File: src/rtl/hem_pkg.sv
// Shared types and constants of the hash edge merge block.
`timescale 1ns / 1ps
`default_nettype none
package hem_pkg;

    localparam int VERTEX_BITS = 24;
    localparam int HASH_SIZE   = 1024;
    localparam int HASH_BITS   = $clog2(HASH_SIZE);
    localparam int HASH_PRIME  = 1049;
    localparam int MASK_W      = 10;
    localparam int EDGE_W      = 28;
    localparam int LOAD_W      = 32;
    localparam int DEG_W       = 11;
    localparam int DEG_MAX     = 2047;
    localparam int INDEX_W     = 1;
    localparam int CFG_W       = 10;

    typedef enum logic [INDEX_W-1:0] {
        REG_BASE = 1'b0,
        REG_MASK = 1'b1
    } reg_index_t;

    typedef enum logic [1:0] {
        KIND_NEW   = 2'd0,
        KIND_MERGE = 2'd1,
        KIND_SELF  = 2'd2,
        KIND_FULL  = 2'd3
    } kind_t;

    typedef struct packed {
        logic [VERTEX_BITS-1:0] source_vertex;
        logic [VERTEX_BITS-1:0] end_vertex;
        logic [LOAD_W-1:0]      edge_load;
        logic                   last_of_vertex;
    } in_item_t;

    typedef struct packed {
        kind_t                  result_kind;
        logic [EDGE_W-1:0]      edge_index;
        logic [VERTEX_BITS-1:0] merged_end;
        logic [LOAD_W-1:0]      load_total;
        logic [DEG_W-1:0]       vertex_degree;
        logic [DEG_W-1:0]       max_degree;
        logic                   vertex_closed;
    } out_item_t;

    // classified item handed from the front to the probe engine
    typedef struct packed {
        in_item_t          item;
        logic              self_loop;
        logic [MASK_W-1:0] hash;
    } job_t;

    typedef struct packed {
        logic              base_wr;
        logic              base_in;
        logic [MASK_W-1:0] hash_mask;
    } cfg_t;

    typedef struct packed {
        logic                   valid;
        logic [VERTEX_BITS-1:0] owner;
        logic [VERTEX_BITS-1:0] end_v;
        logic [EDGE_W-1:0]      edge_idx;
        logic [LOAD_W-1:0]      load;
    } slot_t;

endpackage
`default_nettype wire

File: src/rtl/hem_outq.sv
// Two-entry result queue in front of the result ports.
`timescale 1ns / 1ps
`default_nettype none
module hem_outq
    import hem_pkg::*;
(
    input  wire logic      clk,
    input  wire logic      rst_n,
    input  wire logic      res_valid,
    input  wire out_item_t res_item,
    output logic           out_full,
    output logic           empty,
    input  wire logic      pop,
    output out_item_t      result_item
);

    out_item_t  q_reg [2];
    logic       wr_ptr_reg;
    logic       rd_ptr_reg;
    logic [1:0] count_reg, count_next;
    logic       wr_ok;
    logic       rd_ok;

    assign out_full    = (count_reg == 2'd2);
    assign empty       = (count_reg == 2'd0);
    assign result_item = q_reg[rd_ptr_reg];
    assign wr_ok       = res_valid && !out_full;
    assign rd_ok       = pop && !empty;
    assign count_next  = count_reg + 2'(wr_ok) - 2'(rd_ok);

    always_ff @(posedge clk or negedge rst_n)
    begin
        if (!rst_n)
        begin
            wr_ptr_reg <= 1'b0;
            rd_ptr_reg <= 1'b0;
            count_reg  <= 2'd0;
        end
        else
        begin
            if (wr_ok)
            begin
                wr_ptr_reg <= ~wr_ptr_reg;
            end
            if (rd_ok)
            begin
                rd_ptr_reg <= ~rd_ptr_reg;
            end
            count_reg <= count_next;
        end
    end

    always_ff @(posedge clk)
    begin
        if (wr_ok)
        begin
            q_reg[wr_ptr_reg] <= res_item;
        end
    end

endmodule
`default_nettype wire

File: config.mk
export PLATFORM = sky130hd
export DESIGN_NAME = hem_outq
export DESIGN_NICKNAME = d
export VERILOG_FILES = /design/src/rtl/hem_pkg.sv /design/src/rtl/hem_outq.sv
export SDC_FILE = /design/constraint.sdc
export NUM_CORES = 1
export LEC_CHECK = 0
export BUFFER_PORTS_ARGS = -buffer_cell sky130_fd_sc_hd__buf_4
export CELL_PAD_IN_SITES_DETAIL_PLACEMENT = 0
export CELL_PAD_IN_SITES_GLOBAL_PLACEMENT = 1
export CORE_MARGIN = 2
export CORE_UTILIZATION = 38
export CTS_BUF_LIST = sky130_fd_sc_hd__clkbuf_8
export DETAILED_ROUTE_END_ITERATION = 10
export GPL_TIMING_DRIVEN = 1
export PLACE_DENSITY_LB_ADDON = 0.1
export SLEW_MARGIN = 20
export SYNTH_ARGS = -nofsm -noshare
export SYNTH_HDL_FRONTEND = slang
export SYNTH_SLANG_ARGS = --single-unit
File: constraint.sdc
create_clock -name clk -period 14.4 [get_ports clk]
set_input_delay 2.16 -clock clk [delete_from_list [all_inputs] [get_ports clk]]
set_output_delay 2.16 -clock clk [all_outputs]
set_load 0.01 [all_outputs]
---- Word-level counts from Yosys, hierarchy flattened ----
Memory sizes are Yosys's and may differ from the RTL's.
Index checks and enable logic that the tools add are counted.
W data, S select, Z words.
word-level totals
  register bits ........................... 4
  bits in latches ......................... 0
  memory bits (writable) .................. 218
  ROM bits ................................ 0
  input bits .............................. 113
  output and inout bits ................... 111
  word-level logic and storage cells ...... 16
  memories kept ........................... 1
memories
  name   depth  width  read ports  clocked after memory_dff  write ports  line            text
  q_reg  2      109    1           0                         1            hem_outq.sv:17  out_item_t q_reg [2];
cells by class
  add/sub/neg operators ................... 2
  $mul .................................... 0
  divide/modulo/power cells ............... 0
  order comparisons ....................... 0
  eq/ne operators ......................... 1
  shift-type cells ........................ 0
  mux-type cells .......................... 2
  bitwise gates (word level) .............. 2
  reduce and logical (&&, ||, !) cells .... 5
operator list
  kind                  number
  $add A2 B1 Y2         1
  $eq A2 B2 Y1 const B  1
  $logic_and A1 B1 Y1   2
  $logic_not A1 Y1      2
  $logic_not A2 Y1      1
  $mux W1               2
  $not A1 Y1            2
  $sub A2 B1 Y2         1

---- Logic depth before layout (Yosys ltp) ----
  depth in word-level cells ............... 5
  depth in mapped cells ................... 7

---- Worst setup path before layout ----
No wires, ideal clock.
  path type ............................... input -> register
  start point ............................. input port res_valid
  end point ............................... memory q_reg[0][0] (netlist bit) (enable)
  setup time .............................. 0.578 ns
  arrival time ............................ 6.788 ns
  data required time ...................... 13.822 ns
  setup slack ............................. 7.034 ns
  cell stages on the path ................. 2
  buffers on the path ..................... 0
  cells stage by stage .................... nand2_1 > nor2_1
on the way
  cells in the longest elaborated chain, start to end .. 3
ends and longest elaborated chain
  element                        line            text
  from (decl)                    hem_outq.sv:9   input wire logic res_valid,
  $logic_and A1 B1 Y1            hem_outq.sv:27  assign wr_ok = res_valid && !out_full;
  $mux W1                        hem_outq.sv:55  if (wr_ok)
  $mux W1 (implied by the code)  hem_outq.sv:57  q_reg[wr_ptr_reg] <= res_item;
  to (decl)                      hem_outq.sv:17
No other way between the ends.

==> run metrics <==
outcome=complete, no violations; fmax=201 MHz; mapped cell area=0.00810 mm2; Crit-path slowest cell=buf_4; Peak supply drop=94.2 uV; DR WL/cell=17.4 um; first-pass GRT wire length=approximately 23,000 um; Iter 0 DRT Violations=128; Fin Clk Skew=0.0112 ns; site row count=53; Synth Area per Inst=22.7 um2; Critical R2R Capture=q_reg[1][48]$_DFFE_PP_; HP Class=register to register; setup TNS=0 ns; RSZ-0062 raised after global routing=false; H-tree depth=2; CTS tree=yes; I/O pin count=224; antenna violations before repair=0; Critical Path RT=12.24 ns; register area share after synthesis=0.821; largest net degree at the start of global routing=71; die height=approximately 150 um; Area after DPL=0.0100 mm2; crit path DAT=2.81 ns; gr usage total=0.138; R2R depth=3; reg2reg setup slack=between 10 and 15 ns; antenna viol nets, final=0; dpl cells=847; hold depth=1; post-route cell area=around 0.011 mm2; Cell Count, Final, Fillers Out=about 910; Final min period=between 4 and 5 ns; max-cap violations=0; max FFs per register=218; drt first pass iters=4; startpoint class of the critical path=register; Vias/cell=4.54; Syn-to-layout area delta=32.4%; share of the synthesized area in the top cell type=0.808; CP max stage delay=a little over 0.8 ns; area leader, netlist=edfxtp_1; starting density of the core=0.387; Yosys reg bits=222; Clock Path Buffers=3; Worst Max-Slew Pin Slew=0.974 ns; critical path capture point type=output port; Setup violations, final=0; fraction of layout cells with a size suffix above 1=0.603; Worst-Skew Late Latency=0.50 ns; Cell variety after synth=14; Synthesized Nets=472; delay-heaviest family, CP=buffers and inverters; Worst path most repeated cell=buf_4; Synth Instances=357; Root Buffer=clkbuf_8; die area=roughly 0.023 mm2; via count=4,151; HPWL after DPL=9960 um; hold path start=count_reg[1]$_DFF_PN0_; final antenna diode count=0; fin crit share=0.345; post-CTS repair timing setup buffer count=0; core area=0.0210 mm2; number of global-route vias before repair=4,469; WL final=15,900 um; Post-route DRC=0; Hold Path Sink=count_reg[1]$_DFF_PN0_; clk slew on worst S/H paths=0.05 ns; Max Transition Viols Final=0; Worst slew margin=0.350; hold slack=0.505 ns; leakage power=4.05 nW; Num CTS Buffers=38; post_cts resized=0; Yosys warnings=0; critical path class=register to output port; CP cell instances=buf_4 > mux2_2 > buf_4; Synth area leaders=edfxtp_1 (81%), mux2_2 (15%), buf_6 (1.5%), dfrtp_1 (1.2%), xnor2_1 (0.32%); Hold Fails Final Rpt=0; pwr dens=196 mW/mm2; Die X-Extent=around 150 um; clk sinks=222; RePlAce Congestion=0.734; crit-path max FO=70; CP Buf/Inv Count=2; Layout Nets=727; port bufs=223; CTS Hold Bufs=0; Critical R2R Launch=count_reg[1]$_DFF_PN0_; GRT overflow=0
-- where the power goes --
| part | switching (mW) | leakage, nW | internal, mW |
|---|---|---|---|
| combinational | 0.317 | 1.58 | 0.342 |
| clock | 0.233 | 0.403 | 0.274 |
| sequential | 0.0539 | 2.07 | 0.886 |
| total | 0.604 | 4.05 | 1.50 |
-- per-layer routing --
metal  vias to the layer above  part of all wire  track usage
met2                       169              0.49        0.226
met5                         -                 0            0
li1                       1930                 -            -
met3                        28             0.098       0.0588
met1                      2024              0.39        0.160
met4                         0             0.020       0.0538
-- how the worst max path moves through the flow --
stage | startpoint | to | slack [ns] | depth (start not counted)
after floorplan | res_valid | q_reg[0][0]$_DFFE_PP_ | 7.03 | 2
after global placement | rd_ptr_reg$_DFFE_PN0P_ | result_item[56] | 9.93 | 3
after detailed placement | rd_ptr_reg$_DFFE_PN0P_ | result_item[56] | 9.91 | 3
after CTS | rd_ptr_reg$_DFFE_PN0P_ | result_item[56] | 9.32 | 3
after global routing | rd_ptr_reg$_DFFE_PN0P_ | result_item[58] | 9.23 | 3
final | rd_ptr_reg$_DFFE_PN0P_ | result_item[58] | 9.43 | 3
-- synthesized netlist by cell type --
library cell,n
buf_2,1
inv_1,2
edfxtp_1,218
and3_1,1
mux2_2,109
xnor2_1,3
nor2b_1,1
ha_1,2
nor2_1,2
buf_6,11
dfrtp_1,4
xor2_1,1
nand2_1,1
nand2b_1,1
-- cell usage in the layout, fill, tap and decap left out --
cell and count:
and3_4 1, buf_4 227, bufinv_16 1, clkbuf_8 40
clkinv_1 6, clkinv_2 3, clkinvlp_4 2, dfrtp_1 3
dfrtp_4 1, edfxtp_1 218, ha_1 2, inv_1 17
mux2_2 109, nand2_1 1, nand2b_1 1, nor2_1 1
nor2_4 1, nor2b_1 1, xnor2_1 3, xor2_1 1
-- cells by family after synthesis --
family | Yosys count | synth area share
adder cells (fa/ha/maj) | 2 | 0.00309
AND/OR/NAND/NOR | 6 | 0.00371
XOR/XNOR | 4 | 0.00433
buffers and inverters | 14 | 0.0168
multiplexers | 109 | 0.152
flip-flops | 222 | 0.821
-- layout make-up --
type / instances / area (um2)
Fill cell: 1763 / 10200
Sequential cell: 222 / 6650
Timing Repair Buffer: 227 / 1700
Multi-Input combinational cell: 121 / 1330
Clock buffer: 40 / 551
Tap cell: 275 / 344
Clock inverter: 27 / 139
Inverter: 2 / 7.51
-- through the flow --
stage          setup WS, ns  total power [mW]   util
2_1_floorplan          7.03              1.34      -
3_3_place_gp           9.93              1.62  0.479
3_5_place_dp           9.91              1.63  0.479
4_1_cts                9.32              2.15  0.512
5_1_grt                9.23              2.22  0.512
6_report               9.43              2.11  0.512
Power figures use the tool's default switching activity.
