**src/rtl/hem_pkg.sv**
```systemverilog
// Shared types and constants of the hash edge merge block.
`timescale 1ns / 1ps
`default_nettype none
package hem_pkg;

    localparam int VERTEX_BITS = 24;
    localparam int HASH_SIZE   = 1024;
    localparam int HASH_BITS   = $clog2(HASH_SIZE);
    localparam int HASH_PRIME  = 1049;
    localparam int MASK_W      = 10;
    localparam int EDGE_W      = 28;
    localparam int LOAD_W      = 32;
    localparam int DEG_W       = 11;
    localparam int DEG_MAX     = 2047;
    localparam int INDEX_W     = 1;
    localparam int CFG_W       = 10;

    typedef enum logic [INDEX_W-1:0] {
        REG_BASE = 1'b0,
        REG_MASK = 1'b1
    } reg_index_t;

    typedef enum logic [1:0] {
        KIND_NEW   = 2'd0,
        KIND_MERGE = 2'd1,
        KIND_SELF  = 2'd2,
        KIND_FULL  = 2'd3
    } kind_t;

    typedef struct packed {
        logic [VERTEX_BITS-1:0] source_vertex;
        logic [VERTEX_BITS-1:0] end_vertex;
        logic [LOAD_W-1:0]      edge_load;
        logic                   last_of_vertex;
    } in_item_t;

    typedef struct packed {
        kind_t                  result_kind;
        logic [EDGE_W-1:0]      edge_index;
        logic [VERTEX_BITS-1:0] merged_end;
        logic [LOAD_W-1:0]      load_total;
        logic [DEG_W-1:0]       vertex_degree;
        logic [DEG_W-1:0]       max_degree;
        logic                   vertex_closed;
    } out_item_t;

    // classified item handed from the front to the probe engine
    typedef struct packed {
        in_item_t          item;
        logic              self_loop;
        logic [MASK_W-1:0] hash;
    } job_t;

    typedef struct packed {
        logic              base_wr;
        logic              base_in;
        logic [MASK_W-1:0] hash_mask;
    } cfg_t;

    typedef struct packed {
        logic                   valid;
        logic [VERTEX_BITS-1:0] owner;
        logic [VERTEX_BITS-1:0] end_v;
        logic [EDGE_W-1:0]      edge_idx;
        logic [LOAD_W-1:0]      load;
    } slot_t;

endpackage
`default_nettype wire

```
**src/rtl/hem_front.sv**
```systemverilog
// Front end: self-loop check, end-vertex hash and a two-entry job queue.
`timescale 1ns / 1ps
`default_nettype none
module hem_front
    import hem_pkg::*;
(
    input  wire logic     clk,
    input  wire logic     rst_n,
    input  wire cfg_t     cfg,
    input  wire logic     push,
    input  wire in_item_t edge_item,
    input  wire logic     hold,
    output logic          q_full,
    output logic          job_valid,
    output job_t          job,
    input  wire logic     job_take
);

    job_t        q_reg [2];
    logic        wr_ptr_reg, wr_ptr_next;
    logic        rd_ptr_reg, rd_ptr_next;
    logic [1:0]  count_reg, count_next;
    logic        in_ok;
    logic        take_ok;
    job_t        job_in;
    logic [2*MASK_W-1:0] hprod;

    // only the low bits of the product survive the mask
    assign hprod = {{MASK_W{1'b0}}, edge_item.end_vertex[MASK_W-1:0]}
                 * (2*MASK_W)'(HASH_PRIME);

    always_comb
    begin
        job_in           = '0;
        job_in.item      = edge_item;
        job_in.self_loop = (edge_item.source_vertex == edge_item.end_vertex);
        job_in.hash      = hprod[MASK_W-1:0] & cfg.hash_mask;
    end

    assign q_full    = (count_reg == 2'd2);
    assign job_valid = (count_reg != 2'd0);
    assign job       = q_reg[rd_ptr_reg];
    assign in_ok     = push && !q_full && !hold;
    assign take_ok   = job_take && job_valid;

    always_comb
    begin
        wr_ptr_next = in_ok   ? ~wr_ptr_reg : wr_ptr_reg;
        rd_ptr_next = take_ok ? ~rd_ptr_reg : rd_ptr_reg;
        count_next  = count_reg + 2'(in_ok) - 2'(take_ok);
    end

    always_ff @(posedge clk or negedge rst_n)
    begin
        if (!rst_n)
        begin
            wr_ptr_reg <= 1'b0;
            rd_ptr_reg <= 1'b0;
            count_reg  <= 2'd0;
        end
        else
        begin
            wr_ptr_reg <= wr_ptr_next;
            rd_ptr_reg <= rd_ptr_next;
            count_reg  <= count_next;
        end
    end

    always_ff @(posedge clk)
    begin
        if (in_ok)
        begin
            q_reg[wr_ptr_reg] <= job_in;
        end
    end

endmodule
`default_nettype wire

```
**config.mk**
```make
export PLATFORM = sky130hd
export DESIGN_NAME = hem_front
export DESIGN_NICKNAME = d
export VERILOG_FILES = /design/src/rtl/hem_pkg.sv /design/src/rtl/hem_front.sv
export SDC_FILE = /design/constraint.sdc
export NUM_CORES = 1
export LEC_CHECK = 0
export BUFFER_PORTS_ARGS = -buffer_cell sky130_fd_sc_hd__buf_2
export CELL_PAD_IN_SITES_DETAIL_PLACEMENT = 1
export CELL_PAD_IN_SITES_GLOBAL_PLACEMENT = 2
export CORE_ASPECT_RATIO = 1.1
export CORE_UTILIZATION = 34
export CTS_CLUSTER_DIAMETER = 80
export DETAILED_ROUTE_END_ITERATION = 16
export GPL_ROUTABILITY_DRIVEN = 0
export PLACE_DENSITY_LB_ADDON = 0.25
export SLEW_MARGIN = 20
export SYNTH_ARGS = -nofsm -noshare
export SYNTH_HDL_FRONTEND = slang
export SYNTH_SLANG_ARGS = --single-unit
```
**constraint.sdc**
```tcl
create_clock -name clk -period 5.73 [get_ports clk]
set_input_delay 0.2865 -clock clk [delete_from_list [all_inputs] [get_ports clk]]
set_output_delay 0.2865 -clock clk [all_outputs]
set_load 0.01 [all_outputs]
```
### Word level (Yosys, flattened, before mapping)

Memory sizes are Yosys's and may differ from the RTL's.
Index checks and enable logic that the tools add are counted.

| word-level totals | value |
|---|---|
| logic and storage cells | 20 |
| output and inout bits | 94 |
| bits of input ports | 98 |
| memories kept | 1 |
| register bits | 4 |
| bits in writable memories | 184 |

Memory list:

| memory | depth | bits a word | rd ports | clocked after Yosys merged registers in | wr ports | RTL line | text |
|---|---|---|---|---|---|---|---|
| q_reg | 2 | 92 | 1 | 0 | 1 | hem_front.sv:19 | `job_t q_reg [2];` |

| cells by class | value |
|---|---|
| reductions and logical operators | 6 |
| equality and inequality tests | 2 |
| bitwise gates (word level) | 3 |
| $add $sub $neg | 2 |
| $mul | 1 |
| muxes and demuxes | 2 |

Operators with widths:

| kind | number |
|---|---|
| $eq 24x24->1 | 1 |
| $mul 10x11->10 const B | 1 |
| $and 10x10->10 | 1 |
| $logic_and 1x1->1 | 3 |
| $add 2x1->2 | 1 |
| $eq 2x2->1 const B | 1 |
| $logic_not 1->1 | 2 |
| $mux 1 | 2 |
| $not 1->1 | 2 |
| $reduce_bool 2->1 | 1 |
| $sub 2x1->2 | 1 |

### Logic depth before layout (Yosys ltp)

Gate-level depths: netlist (run 1).

| depth | value |
|---|---|
| word-level depth | 6 |
| mapped depth | 14 |
| mapped depth without buffers | 14 |

### Worst setup path after synthesis (run 1)

OpenSTA, ideal clock, no wires.

| timing | value |
|---|---|
| kind | reg-to-reg |
| start | register count_reg[1] |
| end | memory q_reg[0][0] (netlist name), enable pin |
| cell stages (with the launch flop) | 5 |
| period minus slack after synthesis | 5.411 ns |
| data arrival time | 4.868 ns |
| setup time | 0.543 ns |
| setup slack | 0.319 ns |
| data required time | 5.187 ns |
| buffers on the path | 1 |
| path through | dfrtp_1 nor2b_1 or3b_1 clkbuf_1 nor2_1 |

| on the way | value |
|---|---|
| word-level cells in the longest chain between the ends | 6 |

RTL lines:

| what | RTL line | text |
|---|---|---|
| start: declaration | hem_front.sv:22 | `logic [1:0] count_reg, count_next;` |
| start signal: assignment | hem_front.sv:65 | `count_reg <= count_next;` |
| $eq 2x2->1 | hem_front.sv:40 | `assign q_full = (count_reg == 2'd2);` |
| via q_full | hem_front.sv:13 | `output logic q_full,` |
| $logic_not 1->1 | hem_front.sv:43 | `assign in_ok = push && !q_full && !hold;` |
| $logic_and 1x1->1 (2 in a row) | hem_front.sv:43 |  |
| $mux 1 | hem_front.sv:71 | `if (in_ok)` |
| $mux 1 (not written as such) | hem_front.sv:73 | `q_reg[wr_ptr_reg] <= job_in;` |
| end: declaration | hem_front.sv:19 |  |

The timed path passes the listed nets, and every way through them passes these cells.

==> impl_metrics.env, run 1 <==
export IMPL_dieArea_um2=23100
export IMPL_syn_inst=395
export IMPL_crit_family="adder cells"
export IMPL_synth_compound_area_share_pct=0.295
export IMPL_fmax_ghz=0.306
export IMPL_mappedNetlistArea_um2=7650
export IMPL_final_hold_violation_count=0
export IMPL_die_w_um=145
export IMPL_grt_pass1_vias=4512
export IMPL_die_h_um=159
export IMPL_setup_viol=0
export IMPL_synth_xor_area_share_pct=4.53
export IMPL_worstMarginPinSlew_ns=0.720
export IMPL_fin_crit_ns=3.27
export IMPL_path_buf_inv=1
export IMPL_cp_common_cell="ha_1"
export IMPL_fin_crit_sh_pct=57.0
export IMPL_holdWs_ns=0.0473
export IMPL_post_route_drc_count=0
export IMPL_num_io_pins=192
export IMPL_grt_max_degree=50
export IMPL_first_iter_violations=165
export IMPL_p_per_area_nw_per_um2=431
export IMPL_worstSetupEndpointType="flip-flop"
export IMPL_crit_path_start_kind="input port"
export IMPL_synth_adder_area_share_pct=4.88
export IMPL_core_area_um2=22100
export IMPL_dp_hpwl_mm=10.9
export IMPL_cts_buffers=17
export IMPL_ant_nets=0
export IMPL_ys_seq_area_share_pct=73.6
export IMPL_grt_setup_unrepaired="false"
export IMPL_port_buffers=189
export IMPL_cts_num_sinks=188
export IMPL_track_usage_pct=14.5
export IMPL_antenna_found_initial=3
export IMPL_synth_top_area_share_pct=72.3
export IMPL_cp_slowest_cell="fa_1"
export IMPL_synthTopCellsByArea="edfxtp_1 (72%), mux2_2 (14%), ha_1 (4.1%), xnor2_1 (2.2%), xor2_1 (2.1%)"
export IMPL_synth_top_cell_by_area="edfxtp_1"
export IMPL_num_rows=57
export IMPL_syn_nets=521
export IMPL_crit_chain="buf_2, ha_1, ha_1, ha_1, fa_1, ha_1, ha_1, and3_1, a221oi_1, xnor3_1, and2_1"
export IMPL_filler_cell_count=2218
export IMPL_drv_slew=0
export IMPL_path_max_fanout=6
export IMPL_ys_warnings_count=0
export IMPL_synth_mux_area_fraction_pct=13.5
export IMPL_routedWlPerCell_um=17.8
export IMPL_area_growth_pct=25.2
export IMPL_grt_overflow=0
export IMPL_viasPerCell=4.59
export IMPL_cts_root_buffer="clkbuf_16"
export IMPL_max_cap_violations=0
export IMPL_htreeDepth=4
export IMPL_hold_class="input port to flip-flop"
export IMPL_cts_repair_resized=0
export IMPL_clock_path_buffers=2
export IMPL_crit_arrival_ns=3.45
export IMPL_cts_setup_buffers=0
export IMPL_fin_worst_skew_ns=0.00994
export IMPL_nNetsFinal=724
export IMPL_vias=4167
export IMPL_initial_utilization_pct=34.6
export IMPL_synthSimpleGateAreaFrac_pct=2.05
export IMPL_max_slew_margin_pct=52.0
export IMPL_grt_first_pass_wirelength_mm=25.5
export IMPL_peakVddDrop_uv=204
export IMPL_largest_reg_flops=184
export IMPL_synth_top_family_by_area="multiplexers"
export IMPL_status="complete, no violations"
export IMPL_clkTransAtPathRegs_ns=0.07
export IMPL_drt_total_wl_mm=16.1
export IMPL_ys_ff_latch=188
export IMPL_cp_slowest_stage_delay_ns=0.49
export IMPL_path_class="input port to flip-flop"
export IMPL_drt_first_pass_iters=4
export IMPL_finish_utilization_pct=43.3
export IMPL_tns_ns=0
export IMPL_cts_tree="yes"
export IMPL_avgSynthCellArea_um2=19.4
export IMPL_synth_cell_type_count=24
export IMPL_clkLatencyLatePin_ns=0.43
export IMPL_p_leak_uw=0.00363
export IMPL_drive_above_1_share_pct=52.7
export IMPL_cp_data_required_time_ns=5.91
-- kinds of logic after synthesis --
logic type / after synthesis
flops: 188
xor+xnor: 38
compound gates: 3
buf+inv: 20
simple gates: 26
fa+ha+maj: 28
mux: 92
-- worst reg2reg max path, stage by stage (launching register included) --
cell and delay [ns]:
dfrtp_1 0.40, nor2b_1 0.15, or3b_1 0.49, nor2_4 0.13, buf_4 0.54
-- where the power goes --
group	internal (uW)	switching (uW)
clock network	625	560
registers	1720	113
logic	544	563
-- final timing paths --
check	cells after the start	end	start	slack [ns]
setup / recovery	11	q_reg[1][9]	edge_item[37]	2.46
hold / removal	1	q_reg[0][17]	edge_item[6]	0.05
setup reg to reg	4	q_reg[0][82]	count_reg[1]	3.59
hold reg to reg	1	count_reg[0]	count_reg[0]	0.56
max in group asynchronous	2	rd_ptr_reg	rst_n	5.38
min in group asynchronous	2	count_reg[1]	rst_n	0.21
-- routing by layer --
metal | up-vias | global-route usage (%) | wire, um | share of wire, %
met4 | 4 | 4.40 | 212 | 1.3
met5 | - | 0 | 31 | 0.19
met2 | 143 | 24.0 | 7920 | 49
met3 | 19 | 4.84 | 1060 | 6.6
li1 | 1918 | - | - | -
met1 | 2083 | 18.1 | 6900 | 43
-- through the flow --
step	setup WS (ns)	std cells	total power, uW	cell area (um2)
after floorplan	0.319	395	2570	7650
after global placement	2.08	873	2970	8960
after detailed placement	1.99	873	3000	8960
after CTS	2.47	906	4200	9570
after global routing	2.40	906	4330	9570
final	2.46	907	4130	9580
-- timing repair --
action / in CTS / in global routing
endpoints found under the hold margin: 4 / 0
endpoints found under the setup margin: 0 / 0
hold buffers: 1 / 0
-- synth_stat cells, drive strengths merged --
master,number
dfrtp,4
inv,9
mux2,92
a31oi,1
nand2,1
edfxtp,184
ha,25
nor2b,1
nor3,1
or3b,1
nor4,4
clkbuf,1
xnor2,19
and3,1
xor2,18
xnor3,1
or2,1
fa,3
a21o,1
nor2,2
buf,10
and2,11
a221oi,1
nand4,3
-- final cells by class --
type | count | area [um2] | share of cell area [%]
antenna | 1 | 2.50 | 0.0261
tap | 295 | 369 | 3.85
timing repair buffer | 195 | 993 | 10.4
inverter | 9 | 33.8 | 0.353
multi-input combinational | 187 | 1950 | 20.4
sequential | 188 | 5630 | 58.8
clock buffer | 17 | 425 | 4.44
clock inverter | 15 | 174 | 1.82
-- cell usage in the layout, fill, tap and decap left out, types with 2 or more instances in the layout --
cell type / count
nand4_1: 3
fa_1: 3
inv_1: 9
inv_6: 3
buf_2: 189
xnor2_1: 19
clkinvlp_4: 2
xor2_1: 18
inv_8: 5
buf_4: 5
mux2_2: 92
clkbuf_16: 17
nor4_1: 4
dfrtp_1: 3
edfxtp_1: 184
and2_1: 11
clkinv_8: 2
ha_1: 25
nor2_4: 2
Note: power is estimated with default switching activity, not from simulation.
==> run 2, diff against run 1 <==
- clock period: 5.73 -> 2.86 ns (I/O delays scaled with it)
==> impl_metrics.env, run 2 (synthesized netlist as in run 1, its figures left out) <==
export IMPL_hold_class="input port to flip-flop"
export IMPL_dieArea_um2=23100
export IMPL_ant_nets=0
export IMPL_vias=4464
export IMPL_grt_first_pass_wirelength_mm=27.6
export IMPL_clock_power_share_pct=27.5
export IMPL_filler_cell_count=2196
export IMPL_post_route_drc_count=0
export IMPL_area_growth_pct=37.7
export IMPL_routedWlPerCell_um=17.4
export IMPL_p_leak_uw=0.00401
export IMPL_largest_reg_flops=184
export IMPL_status="complete, no violations"
export IMPL_seq_power_share_pct=41.8
export IMPL_peakVddDrop_uv=409
export IMPL_register_area_um2=5630
export IMPL_drive_above_1_share_pct=49.1
export IMPL_clock_path_buffers=2
export IMPL_htreeDepth=4
export IMPL_first_iter_violations=151
export IMPL_max_cap_violations=0
export IMPL_num_rows=57
export IMPL_fin_crit_sh_pct=94.7
export IMPL_place_area_um2=9210
export IMPL_pwr_share_comb_pct=30.7
export IMPL_fin_worst_skew_ns=0.0107
export IMPL_dp_hpwl_mm=11.8
export IMPL_worstSetupEndpointType="flip-flop"
export IMPL_drt_total_wl_mm=17.3
export IMPL_antenna_found_initial=0
export IMPL_worst_slack_ns=0.152
export IMPL_grt_setup_unrepaired="false"
export IMPL_core_area_um2=22100
export IMPL_grt_pass1_vias=4968
export IMPL_drv_slew=0
export IMPL_crit_path_start_kind="input port"
export IMPL_p_sw_share_pct=29.7
export IMPL_nNetsFinal=811
export IMPL_cp_data_required_time_ns=3.04
export IMPL_drt_first_pass_iters=4
export IMPL_fin_crit_ns=2.71
export IMPL_switchingPower_uw=2510
export IMPL_cts_tree="yes"
export IMPL_final_common_cell="buf_2"
export IMPL_track_usage_pct=15.7
export IMPL_max_slew_margin_pct=64.9
export IMPL_cts_buffers=17
export IMPL_cts_num_sinks=188
export IMPL_multi_input_area_um2=2020
export IMPL_internal_power_uw=5950
export IMPL_viasPerCell=4.50
export IMPL_worstMarginPinSlew_ns=0.526
export IMPL_final_hold_violation_count=0
export IMPL_die_h_um=159
export IMPL_setup_viol=0
export IMPL_grt_max_degree=57
export IMPL_num_io_pins=192
export IMPL_holdWs_ns=0.0211
export IMPL_path_max_fanout=3
export IMPL_cts_root_buffer="clkbuf_16"
export IMPL_tns_ns=0
export IMPL_clkLatencyLatePin_ns=0.43
export IMPL_antenna_diode_count=0
export IMPL_port_buffers=189
export IMPL_clkTransAtPathRegs_ns=0.07
export IMPL_cts_repair_resized=0
export IMPL_grt_overflow=0
export IMPL_initial_utilization_pct=34.6
export IMPL_fmax_ghz=0.369
export IMPL_p_per_area_nw_per_um2=804
export IMPL_crit_arrival_ns=2.89
export IMPL_fin_area_um2=10500
export IMPL_pre_cts_ws_ns=-0.294
export IMPL_path_class="input port to flip-flop"
export IMPL_die_w_um=145
export IMPL_final_cell_mix="buf_2 (189), edfxtp_1 (184), mux2_2 (92), dlygate4sd3_1 (74), ha_1 (20)"
run 2: final timing paths:
| check | endpoint | slack [ns] | depth (start not counted) | from |
|---|---|---|---|---|
| min | q_reg[0][44] | 0.02 | 1 | edge_item[33] |
| min reg2reg | count_reg[0] | 0.55 | 1 | count_reg[0] |
| min in group asynchronous | count_reg[1] | 0.06 | 2 | rst_n |
| max | q_reg[1][9] | 0.15 | 11 | edge_item[37] |
| max in group asynchronous | rd_ptr_reg | 2.66 | 2 | rst_n |
| max reg2reg | q_reg[0][50] | 0.78 | 4 | count_reg[1] |
run 2: power by group through the flow:
stage          clock network (uW)  registers (uW)  logic [uW]
5_1_grt                      2490            3570        2830
2_1_floorplan                   0            3590        1590
4_1_cts                      2400            3540        2660
6_report                     2330            3540        2600
3_5_place_dp                    0            3600        2560
3_3_place_gp                    0            3570        2530
run 2: layout make-up:
cell class / count / area share [%]
clock buffers: 17 / 4.04
clock inverters: 15 / 1.50
inverters: 9 / 0.321
repair buffers: 282 / 18.0
flip-flops and latches: 188 / 53.5
well taps: 295 / 3.51
multi-input cells: 187 / 19.2
run 2: layer usage:
metal | wire length (um) | part of all wire [%] | track usage (%)
met1 | 7380 | 43 | 19.2
met2 | 8760 | 51 | 27.0
met3 | 1030 | 5.9 | 4.64
met4 | 151 | 0.87 | 3.97
met5 | 0 | 0 | 0
run 2: metrics by stage:
step	total power, uW	utilization, %	cells
after global placement	6100	41.6	887
after CTS	8600	47.6	993
after global routing	8890	47.6	993
after floorplan	5170	-	395
final	8460	47.6	993
after detailed placement	6160	41.6	887
run 2: worst max-delay path, cell delays in order:
cell,delay [ns]
buf_2,0.13
ha_4,0.23
ha_1,0.30
ha_1,0.29
fa_1,0.48
ha_4,0.30
ha_4,0.20
and3_4,0.16
a221oi_2,0.25
xnor3_1,0.25
and2_1,0.15
run 2: repair_timing:
item,4_1_cts,5_1_grt
setup endpoints to repair,0,0
buffers inserted,0,0
endpoints found under the hold margin,150,0
hold buffers,74,0
==> run 3, diff against run 2 <==
- CELL_PAD_IN_SITES_DETAIL_PLACEMENT: 1 -> 2
- clock period: 2.86 -> 2.4 ns (I/O delays scaled with it)
==> impl_metrics.env, run 3 (synthesized netlist as in run 1, its figures left out) <==
export IMPL_seq_power_share_pct=42.7
export IMPL_crit_path_start_kind="input port"
export IMPL_dieArea_um2=23100
export IMPL_ant_nets=0
export IMPL_cts_buffers=17
export IMPL_viasPerCell=4.51
export IMPL_fin_worst_skew_ns=0.0116
export IMPL_worstMarginPinSlew_ns=0.554
export IMPL_num_io_pins=192
export IMPL_p_leak_uw=0.00405
export IMPL_holdWs_ns=0.0268
export IMPL_die_w_um=145
export IMPL_max_cap_violations=0
export IMPL_peakVddDrop_uv=478
export IMPL_first_iter_violations=128
export IMPL_drt_first_pass_iters=4
export IMPL_cts_root_buffer="clkbuf_16"
export IMPL_r2r_setup_slack_ns=0.39
export IMPL_cp_data_required_time_ns=2.58
export IMPL_path_max_fanout=3
export IMPL_grt_pass1_vias=5275
export IMPL_p_sw_share_pct=29.8
export IMPL_fmax_ghz=0.388
export IMPL_port_buffers=189
export IMPL_vias=4524
export IMPL_worstSetupEndpointType="flip-flop"
export IMPL_clkLatencyLatePin_ns=0.43
export IMPL_final_cell_mix="buf_2 (185), edfxtp_1 (184), mux2_2 (92), dlygate4sd3_1 (80), xnor2_1 (19)"
export IMPL_final_common_cell="buf_2"
export IMPL_nNetsFinal=820
export IMPL_track_usage_pct=17.6
export IMPL_area_growth_pct=40.6
export IMPL_drive_above_1_share_pct=50.2
export IMPL_worst_slack_ns=-0.180
export IMPL_clock_power_share_pct=26.7
export IMPL_grt_overflow=0
export IMPL_setup_viol=2
export IMPL_grt_first_pass_wirelength_mm=30.5
export IMPL_place_inst=890
export IMPL_num_rows=57
export IMPL_die_h_um=159
export IMPL_use_met3_pct=4.47
export IMPL_place_area_um2=9330
export IMPL_hold_class="input port to flip-flop"
export IMPL_grt_max_degree=50
export IMPL_cts_tree="yes"
export IMPL_fin_crit_sh_pct=108
export IMPL_cts_setup_buffers=0
export IMPL_power_uw=10200
export IMPL_switchingPower_uw=3040
export IMPL_path_class="input port to flip-flop"
export IMPL_dp_hpwl_mm=13.2
export IMPL_pre_cts_ws_ns=-0.702
export IMPL_clock_path_buffers=2
export IMPL_violations="setup timing"
export IMPL_clkTransAtPathRegs_ns=0.08
export IMPL_drv_slew=0
export IMPL_internal_power_uw=7170
export IMPL_core_area_um2=22100
export IMPL_grt_util_met1_pct=20.6
export IMPL_final_hold_violation_count=0
export IMPL_grt_setup_unrepaired="true"
export IMPL_status="finished, violations left"
export IMPL_fin_area_um2=10800
export IMPL_fin_crit_ns=2.58
export IMPL_drt_total_wl_mm=19.4
export IMPL_p_per_area_nw_per_um2=949
export IMPL_routedWlPerCell_um=19.3
export IMPL_cts_num_sinks=188
export IMPL_initial_utilization_pct=34.6
export IMPL_stdcell_count=1004
export IMPL_busiest_layer="met2"
export IMPL_htreeDepth=4
export IMPL_antenna_found_initial=2
export IMPL_largest_reg_flops=184
export IMPL_max_slew_margin_pct=63.1
export IMPL_crit_arrival_ns=2.76
export IMPL_pwr_share_comb_pct=30.6
export IMPL_filler_cell_count=2099
export IMPL_post_route_drc_count=0
export IMPL_met2_usage_pct=31.7
[run 3: cell count changes in the layout (fill, tap and decap cells not counted), sizes merged]
cell,previous run,this run
clkinv,8,1
clkinvlp,0,4
diode,0,2
inv,15,16
dlygate4sd3,74,80
buf,208,211
clkbuf,17,19
[run 3: power by group through the flow]
stage	clock [uW]	combinational [uW]	sequential [uW]
2_1_floorplan	0	1930	4260
6_report	2730	3120	4350
3_5_place_dp	0	3030	4440
4_1_cts	2810	3180	4370
5_1_grt	2940	3380	4420
3_3_place_gp	0	2960	4400
[run 3: final timing paths]
check / startpoint / end / cells after the start
max in group asynchronous: rst_n / rd_ptr_reg / 2
max reg2reg: count_reg[1] / q_reg[0][88] / 4
max: edge_item[35] / q_reg[0][9] / 15
min reg2reg: wr_ptr_reg / wr_ptr_reg / 1
min in group asynchronous: rst_n / count_reg[1] / 2
min: cfg[8] / q_reg[1][8] / 2
[run 3: worst max-delay path: stages]
cell and delay (ns):
buf_8 0.09, inv_8 0.03, ha_4 0.25, inv_2 0.04, ha_4 0.26, ha_4 0.12
inv_2 0.03, fa_1 0.50, inv_2 0.06, ha_4 0.27, ha_4 0.19, and3_4 0.18
a221oi_4 0.22, xnor3_1 0.24, and2_4 0.14
[run 3: layout make-up]
cell class	instances	area [um2]	share of cell area, %
timing repair buffer	291	2020	18.8
inverter	9	41.3	0.384
sequential	188	5630	52.3
clock buffer	19	433	4.03
clock inverter	13	133	1.23
antenna	2	5.00	0.0465
multi-input combinational	187	2120	19.7
tap	295	369	3.43
[run 3: what timing repair did]
item,4_1_cts,5_1_grt
setup endpoints to repair,2,2
hold buffers,79,1
resized for setup,10,1
pin swaps,6,1
endpoints found under the hold margin,160,2
[run 3: stage by stage]
step                      TNS, ns  util (%)
final                      -0.360      48.6
after global routing       -0.470      48.6
after CTS                  -0.346      48.5
after detailed placement    -2.92      42.2
after global placement      -2.49      42.2
after floorplan            -75.67         -
[run 3: routing by layer]
layer	vias to the layer above	part of all wire, %
met4	0	1.3
met1	2267	41
met5	-	0
met3	20	4.8
li1	2112	-
met2	125	53
